<file path="src/design/lsfd_pkg.sv">
// ----------------------------------------------------------------------------
// lsfd_pkg
// Shared types and constants of the laser-scanner stream deframer.
// ----------------------------------------------------------------------------
package lsfd_pkg;

    // Header signature bytes, in order of arrival.
    localparam logic [7:0] SIG_B0 = 8'h43;
    localparam logic [7:0] SIG_B1 = 8'h6c;
    localparam logic [7:0] SIG_B2 = 8'h6f;
    localparam logic [7:0] SIG_B3 = 8'h75;
    localparam logic [7:0] SIG_B4 = 8'h64;

    localparam int BYTE_W   = 8;
    localparam int ANGLE_W  = 16;
    localparam int SPAN_W   = 12;
    localparam int IDX_W    = 12;
    localparam int FIELDS_W = 48;
    localparam int OUT_W    = 48;
    localparam int USER_W   = 2;
    localparam int CFG_W    = 16;

    // Divider width: (end - start) * 10 needs 20 bits.
    localparam int DIV_W   = 20;
    localparam int DIV_CNT_W = $clog2(DIV_W);

    localparam logic [SPAN_W-1:0] SPAN_RESET  = 12'd2700;
    localparam logic [ANGLE_W-1:0] START_RESET = 16'd45;

    // Header position codes: 1 means the next byte is header offset 5.
    localparam logic [2:0] HDR_IDLE  = 3'd0;
    localparam logic [2:0] HDR_FIRST = 3'd1;
    localparam logic [2:0] HDR_LAST  = 3'd7;

    localparam logic [2:0] HOLD_FULL = 3'd4;
    localparam logic [1:0] BIP_LAST  = 2'd3;

    // Configuration register indexes.
    localparam logic CFG_SCAN_START = 1'b0;
    localparam logic CFG_SPAN       = 1'b1;

    typedef enum logic {
        DIV_SEL_STEP  = 1'b0,
        DIV_SEL_TOTAL = 1'b1
    } t_div_sel;

    typedef struct packed {
        logic     accept;
        logic     div_start;
        t_div_sel div_sel;
        logic     step_ok;
        logic     step_bad;
        logic     take_total;
    } t_cmd;

    typedef struct packed {
        logic out_free;
        logic hdr_div;
        logic div_done;
        logic quo_zero;
    } t_stat;

endpackage

</file>
<file path="src/design/lsfd_div.sv">
// ----------------------------------------------------------------------------
// lsfd_div
// Restoring divider, one quotient bit per cycle, shared by both divisions.
// ----------------------------------------------------------------------------
module lsfd_div (
    input  logic                         i_clk,
    input  logic                         i_rst_n,
    input  logic                         i_start,
    input  logic [lsfd_pkg::DIV_W-1:0]   i_dividend,
    input  logic [lsfd_pkg::DIV_W-1:0]   i_divisor,
    output logic                         o_done,
    output logic [lsfd_pkg::DIV_W-1:0]   o_quotient
);
    import lsfd_pkg::*;

    logic                 r_busy;
    logic                 r_done;
    logic [DIV_CNT_W-1:0] r_cnt;
    logic [DIV_W-1:0]     r_quo;
    logic [DIV_W-1:0]     r_rem;
    logic [DIV_W-1:0]     r_dsr;
    logic [DIV_W:0]       shifted;
    logic [DIV_W:0]       trial;

    always_comb begin
        shifted = {r_rem, r_quo[DIV_W-1]};
        trial   = shifted - {1'b0, r_dsr};
    end

    always_ff @(posedge i_clk) begin
        if (!i_rst_n) begin
            r_busy <= 1'b0;
            r_done <= 1'b0;
            r_cnt  <= '0;
        end else begin
            r_done <= 1'b0;
            if (i_start) begin
                r_busy <= 1'b1;
                r_cnt  <= DIV_CNT_W'(DIV_W - 1);
            end else if (r_busy) begin
                r_cnt <= r_cnt - 1'b1;
                if (r_cnt == '0) begin
                    r_busy <= 1'b0;
                    r_done <= 1'b1;
                end
            end
        end
    end

    always_ff @(posedge i_clk) begin
        if (i_start) begin
            r_quo <= i_dividend;
            r_rem <= '0;
            r_dsr <= i_divisor;
        end else if (r_busy) begin
            if (!trial[DIV_W]) begin
                r_rem <= trial[DIV_W-1:0];
                r_quo <= {r_quo[DIV_W-2:0], 1'b1};
            end else begin
                r_rem <= shifted[DIV_W-1:0];
                r_quo <= {r_quo[DIV_W-2:0], 1'b0};
            end
        end
    end

    assign o_done     = r_done;
    assign o_quotient = r_quo;

endmodule

</file>
<file path="src/design/lsfd_datapath.sv">
// ----------------------------------------------------------------------------
// lsfd_datapath
// Hold line, header parser, point assembly, scan totals and output register.
// ----------------------------------------------------------------------------
module lsfd_datapath (
    input  logic                          i_clk,
    input  logic                          i_rst_n,
    input  lsfd_pkg::t_cmd                i_cmd,
    output lsfd_pkg::t_stat               o_stat,
    input  logic [lsfd_pkg::BYTE_W-1:0]   i_byte,
    input  logic                          i_cfg_valid,
    input  logic                          i_cfg_index,
    input  logic [lsfd_pkg::CFG_W-1:0]    i_cfg_data,
    output logic                          o_out_valid,
    input  logic                          i_out_ready,
    output logic [lsfd_pkg::OUT_W-1:0]    o_out_data,
    output logic                          o_out_last,
    output logic [lsfd_pkg::USER_W-1:0]   o_out_user
);
    import lsfd_pkg::*;

    logic [ANGLE_W-1:0]  r_cfg_start;
    logic [SPAN_W-1:0]   r_cfg_span;

    logic [BYTE_W-1:0]   r_held [4];
    logic [2:0]          r_held_cnt;
    logic [2:0]          r_phase;
    logic [FIELDS_W-1:0] r_fields;
    logic [IDX_W-1:0]    r_total;
    logic [IDX_W-1:0]    r_cnt;
    logic [1:0]          r_bip;
    logic [23:0]         r_part;
    logic                r_regular;
    logic                r_invalid;
    logic                r_reg_pend;

    logic                r_out_valid;
    logic [OUT_W-1:0]    r_out_data;
    logic                r_out_last;
    logic [USER_W-1:0]   r_out_user;

    logic [FIELDS_W-1:0] fields_next;
    logic [ANGLE_W-1:0]  h_start;
    logic [ANGLE_W-1:0]  h_end;
    logic [ANGLE_W-1:0]  h_count;
    logic [ANGLE_W-1:0]  h_diff;
    logic [DIV_W-1:0]    diff10;
    logic                hdr_last;
    logic                hdr_match;
    logic                hdr_bad;
    logic                sig_hit;
    logic                do_hdr;
    logic                do_sig;
    logic                do_fill;
    logic                do_data;
    logic                do_emit;
    logic [IDX_W:0]      cnt_inc;
    logic                is_last;
    logic [BYTE_W-1:0]   oldest;
    logic [DIV_W-1:0]    div_dividend;
    logic [DIV_W-1:0]    div_divisor;
    logic                div_done;
    logic [DIV_W-1:0]    div_quo;

    always_comb begin
        fields_next = {r_fields[FIELDS_W-BYTE_W-1:0], i_byte};
        h_start     = fields_next[47:32];
        h_end       = fields_next[31:16];
        h_count     = fields_next[15:0];
        h_diff      = h_end - h_start;
        diff10      = ({4'b0, h_diff} << 3) + ({4'b0, h_diff} << 1);
        hdr_last    = (r_phase == HDR_LAST);
        hdr_match   = hdr_last && (h_start == r_cfg_start);
        hdr_bad     = (h_count == '0) || (h_end <= h_start);

        sig_hit = (r_held_cnt == HOLD_FULL) && (r_held[0] == SIG_B0) &&
                  (r_held[1] == SIG_B1) && (r_held[2] == SIG_B2) &&
                  (r_held[3] == SIG_B3) && (i_byte == SIG_B4);

        do_hdr  = i_cmd.accept && (r_phase != HDR_IDLE);
        do_sig  = i_cmd.accept && (r_phase == HDR_IDLE) && sig_hit;
        do_fill = i_cmd.accept && (r_phase == HDR_IDLE) && !sig_hit &&
                  (r_held_cnt != HOLD_FULL);
        do_data = i_cmd.accept && (r_phase == HDR_IDLE) && !sig_hit &&
                  (r_held_cnt == HOLD_FULL);
        do_emit = do_data && (r_bip == BIP_LAST);

        oldest  = r_held[0];
        cnt_inc = {1'b0, r_cnt} + 1'b1;
        is_last = (cnt_inc >= {1'b0, r_total});

        // The second division uses the first quotient straight from the divider.
        if (i_cmd.div_sel == DIV_SEL_STEP) begin
            div_dividend = diff10;
            div_divisor  = {4'b0, h_count};
        end else begin
            div_dividend = {{(DIV_W-SPAN_W){1'b0}}, r_cfg_span};
            div_divisor  = div_quo;
        end
    end

    lsfd_div u_div (
        .i_clk      (i_clk),
        .i_rst_n    (i_rst_n),
        .i_start    (i_cmd.div_start),
        .i_dividend (div_dividend),
        .i_divisor  (div_divisor),
        .o_done     (div_done),
        .o_quotient (div_quo)
    );

    always_ff @(posedge i_clk) begin
        if (!i_rst_n) begin
            r_cfg_start <= START_RESET;
            r_cfg_span  <= SPAN_RESET;
            r_held_cnt  <= '0;
            r_phase     <= HDR_IDLE;
            r_total     <= SPAN_RESET;
            r_cnt       <= '0;
            r_bip       <= '0;
            r_regular   <= 1'b1;
            r_invalid   <= 1'b0;
            r_out_valid <= 1'b0;
        end else begin
            if (i_cfg_valid) begin
                case (i_cfg_index)
                    CFG_SCAN_START: r_cfg_start <= i_cfg_data;
                    CFG_SPAN:       r_cfg_span  <= i_cfg_data[SPAN_W-1:0];
                    default:        r_cfg_start <= r_cfg_start;
                endcase
            end

            if (do_hdr) begin
                if (hdr_last) begin
                    r_phase <= HDR_IDLE;
                    if (hdr_match) begin
                        r_cnt <= '0;
                        r_bip <= '0;
                        if (hdr_bad) begin
                            r_invalid <= 1'b1;
                            r_regular <= 1'b0;
                        end
                    end
                end else begin
                    r_phase <= r_phase + 1'b1;
                end
            end

            if (do_sig) begin
                r_held_cnt <= '0;
                r_phase    <= HDR_FIRST;
            end

            if (do_fill) begin
                r_held_cnt <= r_held_cnt + 1'b1;
            end

            if (do_data) begin
                if (do_emit) begin
                    r_bip <= '0;
                    r_cnt <= is_last ? '0 : cnt_inc[IDX_W-1:0];
                end else begin
                    r_bip <= r_bip + 1'b1;
                end
            end

            if (i_cmd.step_bad) begin
                r_invalid <= 1'b1;
                r_regular <= 1'b0;
            end
            if (i_cmd.step_ok) begin
                r_invalid <= 1'b0;
                r_regular <= r_reg_pend;
            end
            // The span is at most 12 bits, so the total never needs limiting.
            if (i_cmd.take_total) begin
                r_total <= div_quo[IDX_W-1:0];
            end

            if (do_emit) begin
                r_out_valid <= 1'b1;
            end else if (i_out_ready) begin
                r_out_valid <= 1'b0;
            end
        end
    end

    always_ff @(posedge i_clk) begin
        if (do_hdr && (r_phase != HDR_FIRST)) begin
            r_fields <= fields_next;
        end
        if (do_hdr && hdr_match) begin
            r_reg_pend <= (diff10 == {4'b0, h_count});
        end
        if (do_fill) begin
            r_held[r_held_cnt[1:0]] <= i_byte;
        end
        if (do_data) begin
            r_held[0] <= r_held[1];
            r_held[1] <= r_held[2];
            r_held[2] <= r_held[3];
            r_held[3] <= i_byte;
            case (r_bip)
                2'd0:    r_part[7:0]   <= oldest;
                2'd1:    r_part[15:8]  <= oldest;
                2'd2:    r_part[23:16] <= oldest;
                default: r_part        <= r_part;
            endcase
        end
        if (do_emit) begin
            r_out_data <= {4'b0, r_cnt, oldest, r_part[23:16], r_part[15:0]};
            r_out_last <= is_last;
            r_out_user <= {r_invalid, r_regular};
        end
    end

    always_comb begin
        o_stat.out_free = !r_out_valid || i_out_ready;
        o_stat.hdr_div  = hdr_match && !hdr_bad;
        o_stat.div_done = div_done;
        o_stat.quo_zero = (div_quo == '0);
    end

    assign o_out_valid = r_out_valid;
    assign o_out_data  = r_out_data;
    assign o_out_last  = r_out_last;
    assign o_out_user  = r_out_user;

endmodule

</file>
<file path="src/design/lsfd_ctrl.sv">
// ----------------------------------------------------------------------------
// lsfd_ctrl
// Sequencer: byte acceptance and the two header divisions.
// ----------------------------------------------------------------------------
module lsfd_ctrl (
    input  logic            i_clk,
    input  logic            i_rst_n,
    input  logic            i_in_valid,
    output logic            o_in_ready,
    input  lsfd_pkg::t_stat i_stat,
    output lsfd_pkg::t_cmd  o_cmd
);
    import lsfd_pkg::*;

    typedef enum logic [1:0] {
        S_RUN,
        S_DIV_STEP,
        S_DIV_TOTAL
    } t_state;

    t_state r_state;
    t_state n_state;

    always_comb begin
        n_state    = r_state;
        o_cmd      = '0;
        o_in_ready = 1'b0;
        case (r_state)
            S_RUN: begin
                o_in_ready   = i_stat.out_free;
                o_cmd.accept = i_in_valid && i_stat.out_free;
                if (o_cmd.accept && i_stat.hdr_div) begin
                    o_cmd.div_start = 1'b1;
                    o_cmd.div_sel   = DIV_SEL_STEP;
                    n_state         = S_DIV_STEP;
                end
            end
            S_DIV_STEP: begin
                if (i_stat.div_done) begin
                    if (i_stat.quo_zero) begin
                        o_cmd.step_bad = 1'b1;
                        n_state        = S_RUN;
                    end else begin
                        o_cmd.step_ok   = 1'b1;
                        o_cmd.div_start = 1'b1;
                        o_cmd.div_sel   = DIV_SEL_TOTAL;
                        n_state         = S_DIV_TOTAL;
                    end
                end
            end
            S_DIV_TOTAL: begin
                if (i_stat.div_done) begin
                    o_cmd.take_total = 1'b1;
                    n_state          = S_RUN;
                end
            end
            default: begin
                n_state = S_RUN;
            end
        endcase
    end

    always_ff @(posedge i_clk) begin
        if (!i_rst_n) begin
            r_state <= S_RUN;
        end else begin
            r_state <= n_state;
        end
    end

    a_no_accept_busy: assert property (@(posedge i_clk) disable iff (!i_rst_n)
        (r_state != S_RUN) |-> !o_cmd.accept)
        else $error("byte accepted while a division is running");

    a_done_only_busy: assert property (@(posedge i_clk) disable iff (!i_rst_n)
        i_stat.div_done |-> (r_state != S_RUN))
        else $error("divider finished with no division pending");

    a_start_source: assert property (@(posedge i_clk) disable iff (!i_rst_n)
        o_cmd.div_start |-> (o_cmd.accept || (r_state == S_DIV_STEP)))
        else $error("division started outside a header or step result");

    a_total_after_step: assert property (@(posedge i_clk) disable iff (!i_rst_n)
        o_cmd.step_ok |=> (r_state == S_DIV_TOTAL))
        else $error("valid step did not launch the total division");

endmodule

</file>
<file path="src/design/lidar_scan_frame_deframer_core.sv">
// ----------------------------------------------------------------------------
// lidar_scan_frame_deframer_core
// Laser-scanner byte stream deframer: strips headers, rebuilds scan points.
// ----------------------------------------------------------------------------
// Takes one byte per cycle unless stalled; a point appears on the output in the cycle
// after the byte that pushes its last data byte out of the hold line, and a point left
// unread blocks input. A matching header with a nonzero count and a rising angle range
// stalls input while the divider runs two passes, or one when the step rounds to zero.
// Synchronous active-low reset restores the register defaults and an empty
// hold line; configuration writes are taken in every cycle.
module lidar_scan_frame_deframer_core (
    input  logic                          i_clk,
    input  logic                          i_rst_n,
    input  logic                          s_axis_tvalid,
    output logic                          s_axis_tready,
    input  logic [lsfd_pkg::BYTE_W-1:0]   s_axis_tdata,   // [7:0] data_byte
    output logic                          m_axis_tvalid,
    input  logic                          m_axis_tready,
    // [15:0] distance_mm, [31:16] intensity, [43:32] point_index, [47:44] zero
    output logic [lsfd_pkg::OUT_W-1:0]    m_axis_tdata,
    output logic                          m_axis_tlast,   // last_of_scan
    // [0] step_regular, [1] step_invalid
    output logic [lsfd_pkg::USER_W-1:0]   m_axis_tuser,
    input  logic                          i_cfg_valid,
    output logic                          o_cfg_ready,
    input  logic                          i_cfg_index,
    input  logic [lsfd_pkg::CFG_W-1:0]    i_cfg_data
);
    import lsfd_pkg::*;

    t_cmd  cmd;
    t_stat stat;

    lsfd_ctrl u_ctrl (
        .i_clk      (i_clk),
        .i_rst_n    (i_rst_n),
        .i_in_valid (s_axis_tvalid),
        .o_in_ready (s_axis_tready),
        .i_stat     (stat),
        .o_cmd      (cmd)
    );

    lsfd_datapath u_datapath (
        .i_clk       (i_clk),
        .i_rst_n     (i_rst_n),
        .i_cmd       (cmd),
        .o_stat      (stat),
        .i_byte      (s_axis_tdata),
        .i_cfg_valid (i_cfg_valid),
        .i_cfg_index (i_cfg_index),
        .i_cfg_data  (i_cfg_data),
        .o_out_valid (m_axis_tvalid),
        .i_out_ready (m_axis_tready),
        .o_out_data  (m_axis_tdata),
        .o_out_last  (m_axis_tlast),
        .o_out_user  (m_axis_tuser)
    );

    assign o_cfg_ready = 1'b1;

endmodule

</file>
<file path="config.mk">
export PLATFORM = sky130hd
export DESIGN_NAME = lidar_scan_frame_deframer_core
export DESIGN_NICKNAME = d
export VERILOG_FILES = /design/src/design/lsfd_pkg.sv /design/src/design/lsfd_div.sv /design/src/design/lsfd_datapath.sv /design/src/design/lsfd_ctrl.sv /design/src/design/lidar_scan_frame_deframer_core.sv
export SDC_FILE = /design/constraint.sdc
export NUM_CORES = 1
export LEC_CHECK = 0
export ABC_CLOCK_PERIOD_IN_PS = 4900
export BUFFER_PORTS_ARGS = -buffer_cell sky130_fd_sc_hd__clkbuf_2
export CAP_MARGIN = 40
export CORE_MARGIN = 2
export CORE_UTILIZATION = 30
export CTS_CLUSTER_DIAMETER = 60
export DETAILED_ROUTE_END_ITERATION = 12
export MAX_ROUTING_LAYER = met4
export PLACE_DENSITY = 0.43
export SLEW_MARGIN = 15
export SYNTH_ARGS = -nofsm -noshare
export SYNTH_HDL_FRONTEND = slang
export SYNTH_SLANG_ARGS = --single-unit
</file>
<file path="constraint.sdc">
create_clock -name i_clk -period 4.9 [get_ports i_clk]
set_input_delay 0.98 -clock i_clk [delete_from_list [all_inputs] [get_ports i_clk]]
set_output_delay 0.98 -clock i_clk [all_outputs]
set_load 0.05 [all_outputs]
</file>
; After elaboration in Yosys (flattened, before gate mapping)
; Memory sizes are Yosys's and may differ from the RTL's.
; Index checks and enable logic that the tools add are counted.
[totals]
ff_bits = 244
mem_bits_rw = 32
in_bits = 30
output_inout_bits = 54
elab_cells = 183
n_memories = 1
[classes]
n_addsub = 8
order_cmp = 2
eq_ne = 19
n_mux = 63
bitwise = 3
reduce_logical = 59
[mem_list]
columns = memory, depth, width, read_ports, rd_ports_with_merged_regs, wr, line_no
row1 = u_datapath.r_held, 4, 8, 4, 0, 4, lsfd_datapath.sv:25  ; logic [BYTE_W-1:0] r_held [4];
[ops]
columns = operator, count
row1 = 20-bit 2-to-1 mux, 4
row2 = 12-bit 2-to-1 mux, 6
row3 = "8-bit by 7-bit equality test with 1-bit output, second input constant", 5
row4 = 1-bit 2-to-1 mux, 30
row5 = 2-bit 2-to-1 mux, 12
row6 = 2-bit nonzero test, 11
row7 = 21-bit by 20-bit subtractor with 21-bit output, 1
row8 = 19-bit by 17-bit adder with 20-bit output, 1
row9 = 20-bit by 16-bit equality test with 1-bit output, 1
row10 = 20-bit zero test, 1
row11 = 1-bit logical AND, 18
row12 = 16-bit equality test, 1
row13 = 16-bit less-or-equal comparator, 1
row14 = 16-bit zero test, 1
row15 = 16-bit 2-to-1 mux, 1
row16 = 16-bit subtractor, 1
row17 = 3-bit nonzero test, 5
row18 = "12-bit by 1-bit adder with 13-bit output, second input constant", 1
row19 = 13-bit by 12-bit greater-or-equal comparator with 1-bit output, 1
row20 = 3-bit 2-to-1 mux, 4
row21 = 5-bit 2-to-1 mux, 2
row22 = 2-bit AND reduction, 5
row23 = 8-bit 2-to-1 mux, 1
row24 = 4-bit AND reduction, 2
row25 = other kinds (22), 38

; Depth between registers and ports, before layout
; Gate-level depths: netlist of run 1.
; An unclocked memory read counts as a cell.
[logic_depth]
word_depth = 14
ltp_mapped = 19
depth_no_buf = 19

; Modules after synthesis
; Synthesis of run 1 repeated with hierarchy kept, for this count alone.
[hier_totals]
hier_cells = 1322
hier_area_um2 = 14333.7
[by_module_without_submodules]
columns = mod, instances, cells_per_inst, area_each_um2, seq_area_each_um2
row1 = lsfd_datapath, 1, 963, 10432.5, 5585.4
row2 = lsfd_div, 1, 344, 3741.1, 1741.7
row3 = lsfd_ctrl, 1, 13, 148.9, 40.0
row4 = lidar_scan_frame_deframer_core, 1, 2, 11.3, 0.0

; Worst setup path after synthesis of run 1
; Ideal clock, no wire load.
[synth_timing]
path_kind = input-to-reg
from = in m_axis_tready
to = reg u_datapath.r_cnt[3]
arrival_time_ns = 4.561
path_slack_ns = 0.222
cell_stages = 12
cell_sequence = nor2b_1 > nor3_2 > nand2_1 > nor3b_2 > and2_1 > buf_2 > nand2_1 > inv_1 > nor2_1 > and2_1 > clkbuf_1 > a22o_1
[synth_between]
elab_chain_cells = 9
[synth_lines]
columns = element, line_no
row1 = "start, declared", lidar_scan_frame_deframer_core.sv:18  ; input logic m_axis_tready,
row2 = 1-bit logical OR, lsfd_datapath.sv:218  ; o_stat.out_free = !r_out_valid || i_out_ready;
row3 = 1-bit logical AND, lsfd_ctrl.sv:31  ; o_cmd.accept = i_in_valid && i_stat.out_free;
row4 = 1-bit 2-to-1 mux, lsfd_ctrl.sv:28  ; case (r_state)
row5 = 1-bit logical AND (3 in series), lsfd_datapath.sv:84  ; do_data = i_cmd.accept && (r_phase == HDR_IDLE) && !sig_hit &&
row6 = 1-bit logical AND, lsfd_datapath.sv:86  ; do_emit = do_data && (r_bip == BIP_LAST);
row7 = net u_datapath.do_emit, lsfd_datapath.sv:56  ; logic do_emit;
row8 = 12-bit 2-to-1 mux, lsfd_datapath.sv:159  ; if (do_emit) begin
row9 = 12-bit 2-to-1 mux, lsfd_datapath.sv:158  ; if (do_data) begin
row10 = "end signal, assigned", lsfd_datapath.sv:161  ; r_cnt <= is_last ? '0 : cnt_inc[IDX_W-1:0];
row11 = "end, declared", lsfd_datapath.sv:30  ; logic [IDX_W-1:0] r_cnt;
; The timed path passes the listed nets, and every way through them passes these cells.
; A chain may end at the register's enable or synchronous reset.

; Worst setup path after layout of run 1
[layout_timing]
from = reg u_datapath.r_fields[24]
to = reg u_datapath.u_div.r_quo[17], in the netlist u_datapath.u_div.o_quotient[17] (data pin)
[layout_between]
elab_chain_cells = 8
[layout_lines]
columns = element, line_no
row1 = "start, declared", lsfd_datapath.sv:28  ; logic [FIELDS_W-1:0] r_fields;
row2 = "start signal, assigned", lsfd_datapath.sv:190  ; r_fields <= fields_next;
row3 = branches (longest 7 deep; another with 19-bit by 17-bit adder with 20-bit output), -
row4 = 20-bit 2-to-1 mux *, lsfd_div.sv:51  ; if (i_start) begin
row5 = "end signal, assigned", lsfd_div.sv:52  ; r_quo <= i_dividend;
row6 = "end signal, assigned", lsfd_div.sv:58  ; r_quo <= {r_quo[DIV_W-2:0], 1'b1};
row7 = "end signal, assigned", lsfd_div.sv:61  ; r_quo <= {r_quo[DIV_W-2:0], 1'b0};
row8 = "end, declared", lsfd_div.sv:19  ; logic [DIV_W-1:0] r_quo;
; Mark *: on every way between the ends.

==> impl_metrics.ini, run 1 <==
[synth]
synth_common_cells = 252 x nand2_1, 184 x edfxtp_1, 92 x dfxtp_1
ys.flop_type = edfxtp_1
synth_area_leaders = edfxtp_1 39%, dfxtp_1 13%, ha_1 6.8%, nand2_1 6.8%, xnor2_1 2.6%
async_flop_share_pct = 0
ys_seq_area_share_pct = 52.63
synth_top_area_cell = edfxtp_1
synth-edff-count = 184
syn_inst = 1347
synth.distinct_cells = 77
yosysTopAreaCellShare_pct = 39.47
synth.ff_latch_count = 276
syn_area_mm2 = 0.01400
ys_warn_count = 0
syn_avg_cell_area_um2 = 10.39
yosysMostFrequentCell = nand2_1

[power]
leakage_uw = 0.006407
ir_drop_v = 0.0002272
finalPower_uw = 5493
power.density_mw_per_mm2 = 339.0

[critical_path]
critical_path_class = reg -> reg
r2r_cells = 18
ff2ff_setup_slack_ps = 340
r2r-start = u_datapath.r_fields[24]
slowest_delay_ps = 430
critPathBufInv = 0
required_ps = 5180
slowest_stage = edfxtp_1
cp.arrival_ps = 4830
worstPathMaxFanout = 4
crit_path_end_kind = register
cp-start-kind = register
critical_path.top_delay_family = compound AO/OA/AOI/OAI gates
worstPathCellList = ha_1 > fa_1 > nand2b_1 > nand2b_1 > a21oi_1 > xnor2_1 > ha_1 > a21o_1 > a21oi_1 > o21bai_1 > a2111oi_1 > nor3_1 > and2_4 > a2111o_1 > a31oi_1 > o21bai_1 > xnor2_1 > o21ai_0
rr_endpoint = u_datapath.u_div.o_quotient[17]

[floorplan]
die-height_um = 220.0
design.core.area_mm2 = 0.04626
rows = 79
die_x_um = 220.0
pin_count = 84
dieArea_mm2 = 0.04840
initial_utilization_pct = 30.26

[routing]
via_per_inst = 4.710
drt_iter0_drc = 493
detail_route.first_pass.iterations = 5
wl_per_cell_um = 17.10
vias = 9721
drt_wl_total_um = 35300
drc = 0
antenna_left = 0

[timing]
worst_slew_pin_slew_ps = 780.8
hold_viol_final = 0
timing.fmax_mhz = 219.4
setup_tns_ps = 0
maxSlewViolCount = 0
finalCriticalPeriod_ps = 4558
fin_crit_sh_pct = 93.02
relSlewSlack_pct = 47.94
setup_viol = 0
rsz0062_at_grt = yes
skew_ps = 26.99

[placement]
dp.final_hpwl_um = 25910
gp_congestion = 0.8159
numPortBuffers = 78
placed_cells = 1999

[global_route]
grt_pass1_vias = 9302
grt_pass1_wl_um = 53930
antenna_found_initial = 0
grt_overflow_total = 0
track_usage_pct = 14.98
grt_start_max_net_pins = 54

[clocking]
cts_root_buf = clkbuf_16
clkSinkCount = 276
cts_setup_buffers = 0
cts.path.max_buffers = 3
insertion_delay_ps = 550
cts_max_level = 2
cts_buffers = 36
tritoncts = built
clk_pin_slew_ps = 60

[min_path]
worstHoldPathType = reg -> reg
hp-start = u_datapath.r_part[7]
hold-path-endpoint = u_datapath.o_out_data[7]
hold_depth = 0

[flow_run]
maxCapViolCount = 0

[finish]
antenna_cells = 0
drive_gt1_share_pct = 12.08
fin_cells = 2064
area.growth.synth_to_final_pct = 15.77
nNetsFinal = 1539

[outcome]
run_status = finished clean
## power by group
part           switching, µW  internal (µW)
combinational            242            183
clock                   1010           1490
sequential              44.9           2520
total                   1300           4190
## state kept, by name (all words and copies together) (netlist names)
name                         flops
u_datapath.r_part               24
u_datapath.u_div.r_dsr          20
u_datapath.r_invalid             1
u_datapath.u_div.o_done          1
u_datapath.r_phase               3
u_datapath.r_held               32
u_datapath.r_reg_pend            1
u_datapath.r_bip                 2
u_datapath.r_held_cnt            3
u_datapath.u_div.r_rem          20
u_datapath.u_div.r_busy          1
u_datapath.r_cnt                12
u_datapath.r_total              12
u_datapath.r_fields             40
u_datapath.u_div.r_cnt           5
u_datapath.o_out_valid           1
u_datapath.o_out_user            2
u_datapath.o_out_data           44
u_datapath.r_regular             1
u_datapath.u_div.o_quotient     20
u_datapath.r_cfg_start          16
u_ctrl.r_state                   2
u_datapath.o_out_last            1
u_datapath.r_cfg_span           12
## through the flow
step                instance area [µm²]  util, %  hold slack [ps]  setup WS, ps
floorplan                         14010        -            400.3         222.2
global placement                  15030    32.50            400.2         376.0
detailed placement                15090    32.62            404.5         337.3
CTS                               16200    35.02            419.6         289.1
global route                      16210    35.03            425.1        -13.56
finish                            16210    35.03            417.7         341.9
## layout by cell type (no fill, tap or decap), types with 19 or more instances in the layout
cell       count
inv_1         88
xor2_1        42
mux2i_1       33
a21boi_0      33
dfxtp_1       92
o21ai_0       46
clkbuf_2      78
nor2b_1       24
ha_1          76
a21oi_1       66
nand3_1       37
nor3_1        19
edfxtp_1     184
xnor2_1       42
clkbuf_16     36
nand2_1      252
nor2_1        48
## routing by layer
metal  up-vias  part of all wire [%]  track usage, %
met5         -                     0               -
met1      4576                    47           19.49
li1       4922                     -               -
met2       155                    46           23.50
met3        68                   3.9           2.954
met4         0                   2.8           4.720
## logic make-up after synthesis
| family | after synthesis | synth area share, % |
|---|---|---|
| buffers and inverters | 141 | 4.085 |
| other | 2 | 0.05365 |
| flip-flops | 276 | 52.63 |
| multiplexers | 34 | 2.521 |
| AND/OR/NAND/NOR | 484 | 16.45 |
| XOR/XNOR | 88 | 5.720 |
| adder cells (fa/ha/maj) | 79 | 7.222 |
| AO/OA/AOI/OAI | 243 | 11.32 |
## how the worst max path moves through the flow
stage / to / depth (start not counted) / from
CTS: u_datapath.u_div.o_quotient[17] / 18 / u_datapath.r_fields[24]
detailed placement: u_datapath.u_div.o_quotient[17] / 18 / u_datapath.r_fields[24]
floorplan: u_datapath.r_cnt[3] / 12 / m_axis_tready
global placement: u_datapath.u_div.o_quotient[17] / 18 / u_datapath.r_fields[24]
finish: u_datapath.u_div.o_quotient[17] / 18 / u_datapath.r_fields[24]
global route: u_datapath.u_div.o_quotient[17] / 18 / u_datapath.r_fields[24]
## layout make-up
class,count,area [µm²]
tap,607,759.5
inverter,89,334.1
fill,4747,30050
sequential,276,7367
clock buffer,50,963.4
timing repair buffer,94,541.8
multi-input combinational,933,6093
clock inverter,15,146.4
## worst reg2reg max path, delay by kind of cell, from the launching register on
family	cells	cell delay, ps
xor gates and xnor gates	2	380
AOI/OAI and AO/OA	9	1870
and+or+nand+nor	4	660
DFF	1	430
adders and majority gates	3	950
## timing repair
item                                    4_1_cts  5_1_grt
endpoints found under the setup margin        0        2
hold buffers                                  0        0
gates resized for setup                       0        2
(Power assumes the default switching activity.)
==> inputs of run 2 (changes only) <==
--- a/config.mk
+++ b/config.mk
@@ -9,11 +9,11 @@
 export BUFFER_PORTS_ARGS = -buffer_cell sky130_fd_sc_hd__clkbuf_2
 export CAP_MARGIN = 40
 export CORE_MARGIN = 2
-export CORE_UTILIZATION = 30
+export CORE_UTILIZATION = 55
 export CTS_CLUSTER_DIAMETER = 60
 export DETAILED_ROUTE_END_ITERATION = 12
 export MAX_ROUTING_LAYER = met4
-export PLACE_DENSITY = 0.43
+export PLACE_DENSITY = 0.71
 export SLEW_MARGIN = 15
 export SYNTH_ARGS = -nofsm -noshare
 export SYNTH_HDL_FRONTEND = slang
==> run 2 against run 1 <==
- count of clock-buffer cells in the layout down 14
- critical endpoint unchanged
- clock power down 6%
- flip-flop and latch count unchanged
- register-to-register slack worse by 90 ps
- critical path type unchanged
- sequential share of layout area up 1.2 points
- non-clock buffer count unchanged
==> impl_metrics.ini, run 2 (synthesized netlist as in run 1, its figures left out) <==
[outcome]
run_status = finished clean

[clocking]
insertion_delay_ps = 560
cts_root_buf = clkbuf_16
cts.path.max_buffers = 3
holdBufCountCts = 0
cts_resized = 0
clkSinkCount = 276
cts_setup_buffers = 0
clk_pin_slew_ps = 60
cts_max_level = 1
tritoncts = built
cts_buffers = 31

[routing]
vias = 9925
detail_route.first_pass.iterations = 5
wl_per_cell_um = 17.36
drc = 0
via_per_inst = 5.573
drt_iter0_drc = 753
drt_wl_total_um = 30920
antenna_left = 0

[finish]
n_fill_cell = 2050
mostFrequentLayoutCell = nand2_1
seqCellArea_mm2 = 0.007367
final_cell_mix = 252 x nand2_1, 184 x edfxtp_1, 92 x dfxtp_1, 88 x inv_1, 78 x clkbuf_2
design_area_mm2 = 0.01579
drive_gt1_share_pct = 12.28
nNetsFinal = 1534
multi_input_area_mm2 = 0.006082
area.growth.synth_to_final_pct = 12.77
largest_register_ffs = 44

[critical_path]
worstPathCellList = ha_1 > fa_1 > nand2b_1 > nand2b_1 > a21oi_1 > xnor2_1 > ha_1 > a21o_1 > a21oi_1 > o21bai_1 > a2111oi_0 > nor3_1 > and2_4 > a2111o_1 > a31oi_1 > o21bai_1 > xnor2_1 > o21ai_0
cp.arrival_ps = 4940
critical_path.top_delay_family = compound AO/OA/AOI/OAI gates
slowest_stage = a2111o_1
critPathBufInv = 0
worstPathMaxFanout = 4
critical_path_class = reg -> reg
cp-start-kind = register
required_ps = 5190
slowest_delay_ps = 440
crit_path_end_kind = register

[placement]
place_area_mm2 = 0.01473
gp_congestion = 0.9221
numPortBuffers = 78
dp.final_hpwl_um = 22240

[floorplan]
design.core.area_mm2 = 0.02511
die_x_um = 163.5
initial_utilization_pct = 55.75
die-height_um = 163.5
pin_count = 84
dieArea_mm2 = 0.02674
rows = 58

[timing]
worst_slew_pin_slew_ps = 763.4
relSlewSlack_pct = 49.08
timing.fmax_mhz = 215.2
fin_crit_sh_pct = 94.82
rsz0062_at_grt = no
setup_tns_ps = 0
finalCriticalPeriod_ps = 4646
setup_viol = 0
hold_viol_final = 0
skew_ps = 21.38
maxSlewViolCount = 0

[power]
power.density_mw_per_mm2 = 337.5
leakage_uw = 0.006386
ir_drop_v = 0.0003850

[global_route]
met2_usage_pct = 39.24
grt_pass1_wl_um = 49160
use_met1_pct = 31.48
track_usage_pct = 23.84
grt_pass1_vias = 9648
grt_overflow_total = 0
antenna_found_initial = 0
grt_start_max_net_pins = 63
grt_busiest_layer = met2
grt_util_met3_pct = 2.946

[flow_run]
maxCapViolCount = 0

[min_path]
worstHoldPathType = reg -> reg
==> run 2: layer usage <==
| metal | routed length, µm | vias up |
|---|---|---|
| met3 | 1091 | 52 |
| li1 | - | 4897 |
| met1 | 14470 | 4785 |
| met5 | 0 | - |
| met2 | 14520 | 191 |
| met4 | 844 | 0 |
==> run 2: path summary, 6_finish.rpt <==
| kind | from | to | slack, ps | cells past startpoint |
|---|---|---|---|---|
| hold / removal | u_datapath.r_part[13] | u_datapath.o_out_data[13] | 420 | 0 |
| setup reg to reg | u_datapath.r_fields[24] | u_datapath.u_div.o_quotient[17] | 250 | 18 |
| setup / recovery | u_datapath.r_fields[24] | u_datapath.u_div.o_quotient[17] | 250 | 18 |
| hold reg to reg | u_datapath.r_part[13] | u_datapath.o_out_data[13] | 420 | 0 |
==> run 2: where the power goes <==
group	switching (µW)	internal, µW	leakage, µW
clock network	958	1390	0.000527
registers	42.5	2520	0.00239
logic	235	182	0.00347
==> run 2: final cells by class <==
cell class              count  share of cell area [%]
diodes                      1                 0.01585
clock buffers              36                   5.294
clock inverters            22                   1.379
inverters                  89                   2.116
multi-input cells         933                   38.53
flip-flops and latches    276                   46.67
well taps                 330                   2.616
repair buffers             94                   3.384
==> run 2: stage by stage <==
stage	total power, µW	util, %	instances	hold slack [ps]	setup slack, ps
floorplan	2925	-	1350	400.3	222.2
global placement	3016	58.48	1719	400.4	445.9
detailed placement	3027	58.67	1722	404.5	340.8
CTS	5366	62.86	1780	416.0	303.3
global route	5505	62.86	1780	419.4	30.41
finish	5328	62.87	1781	416.3	253.7
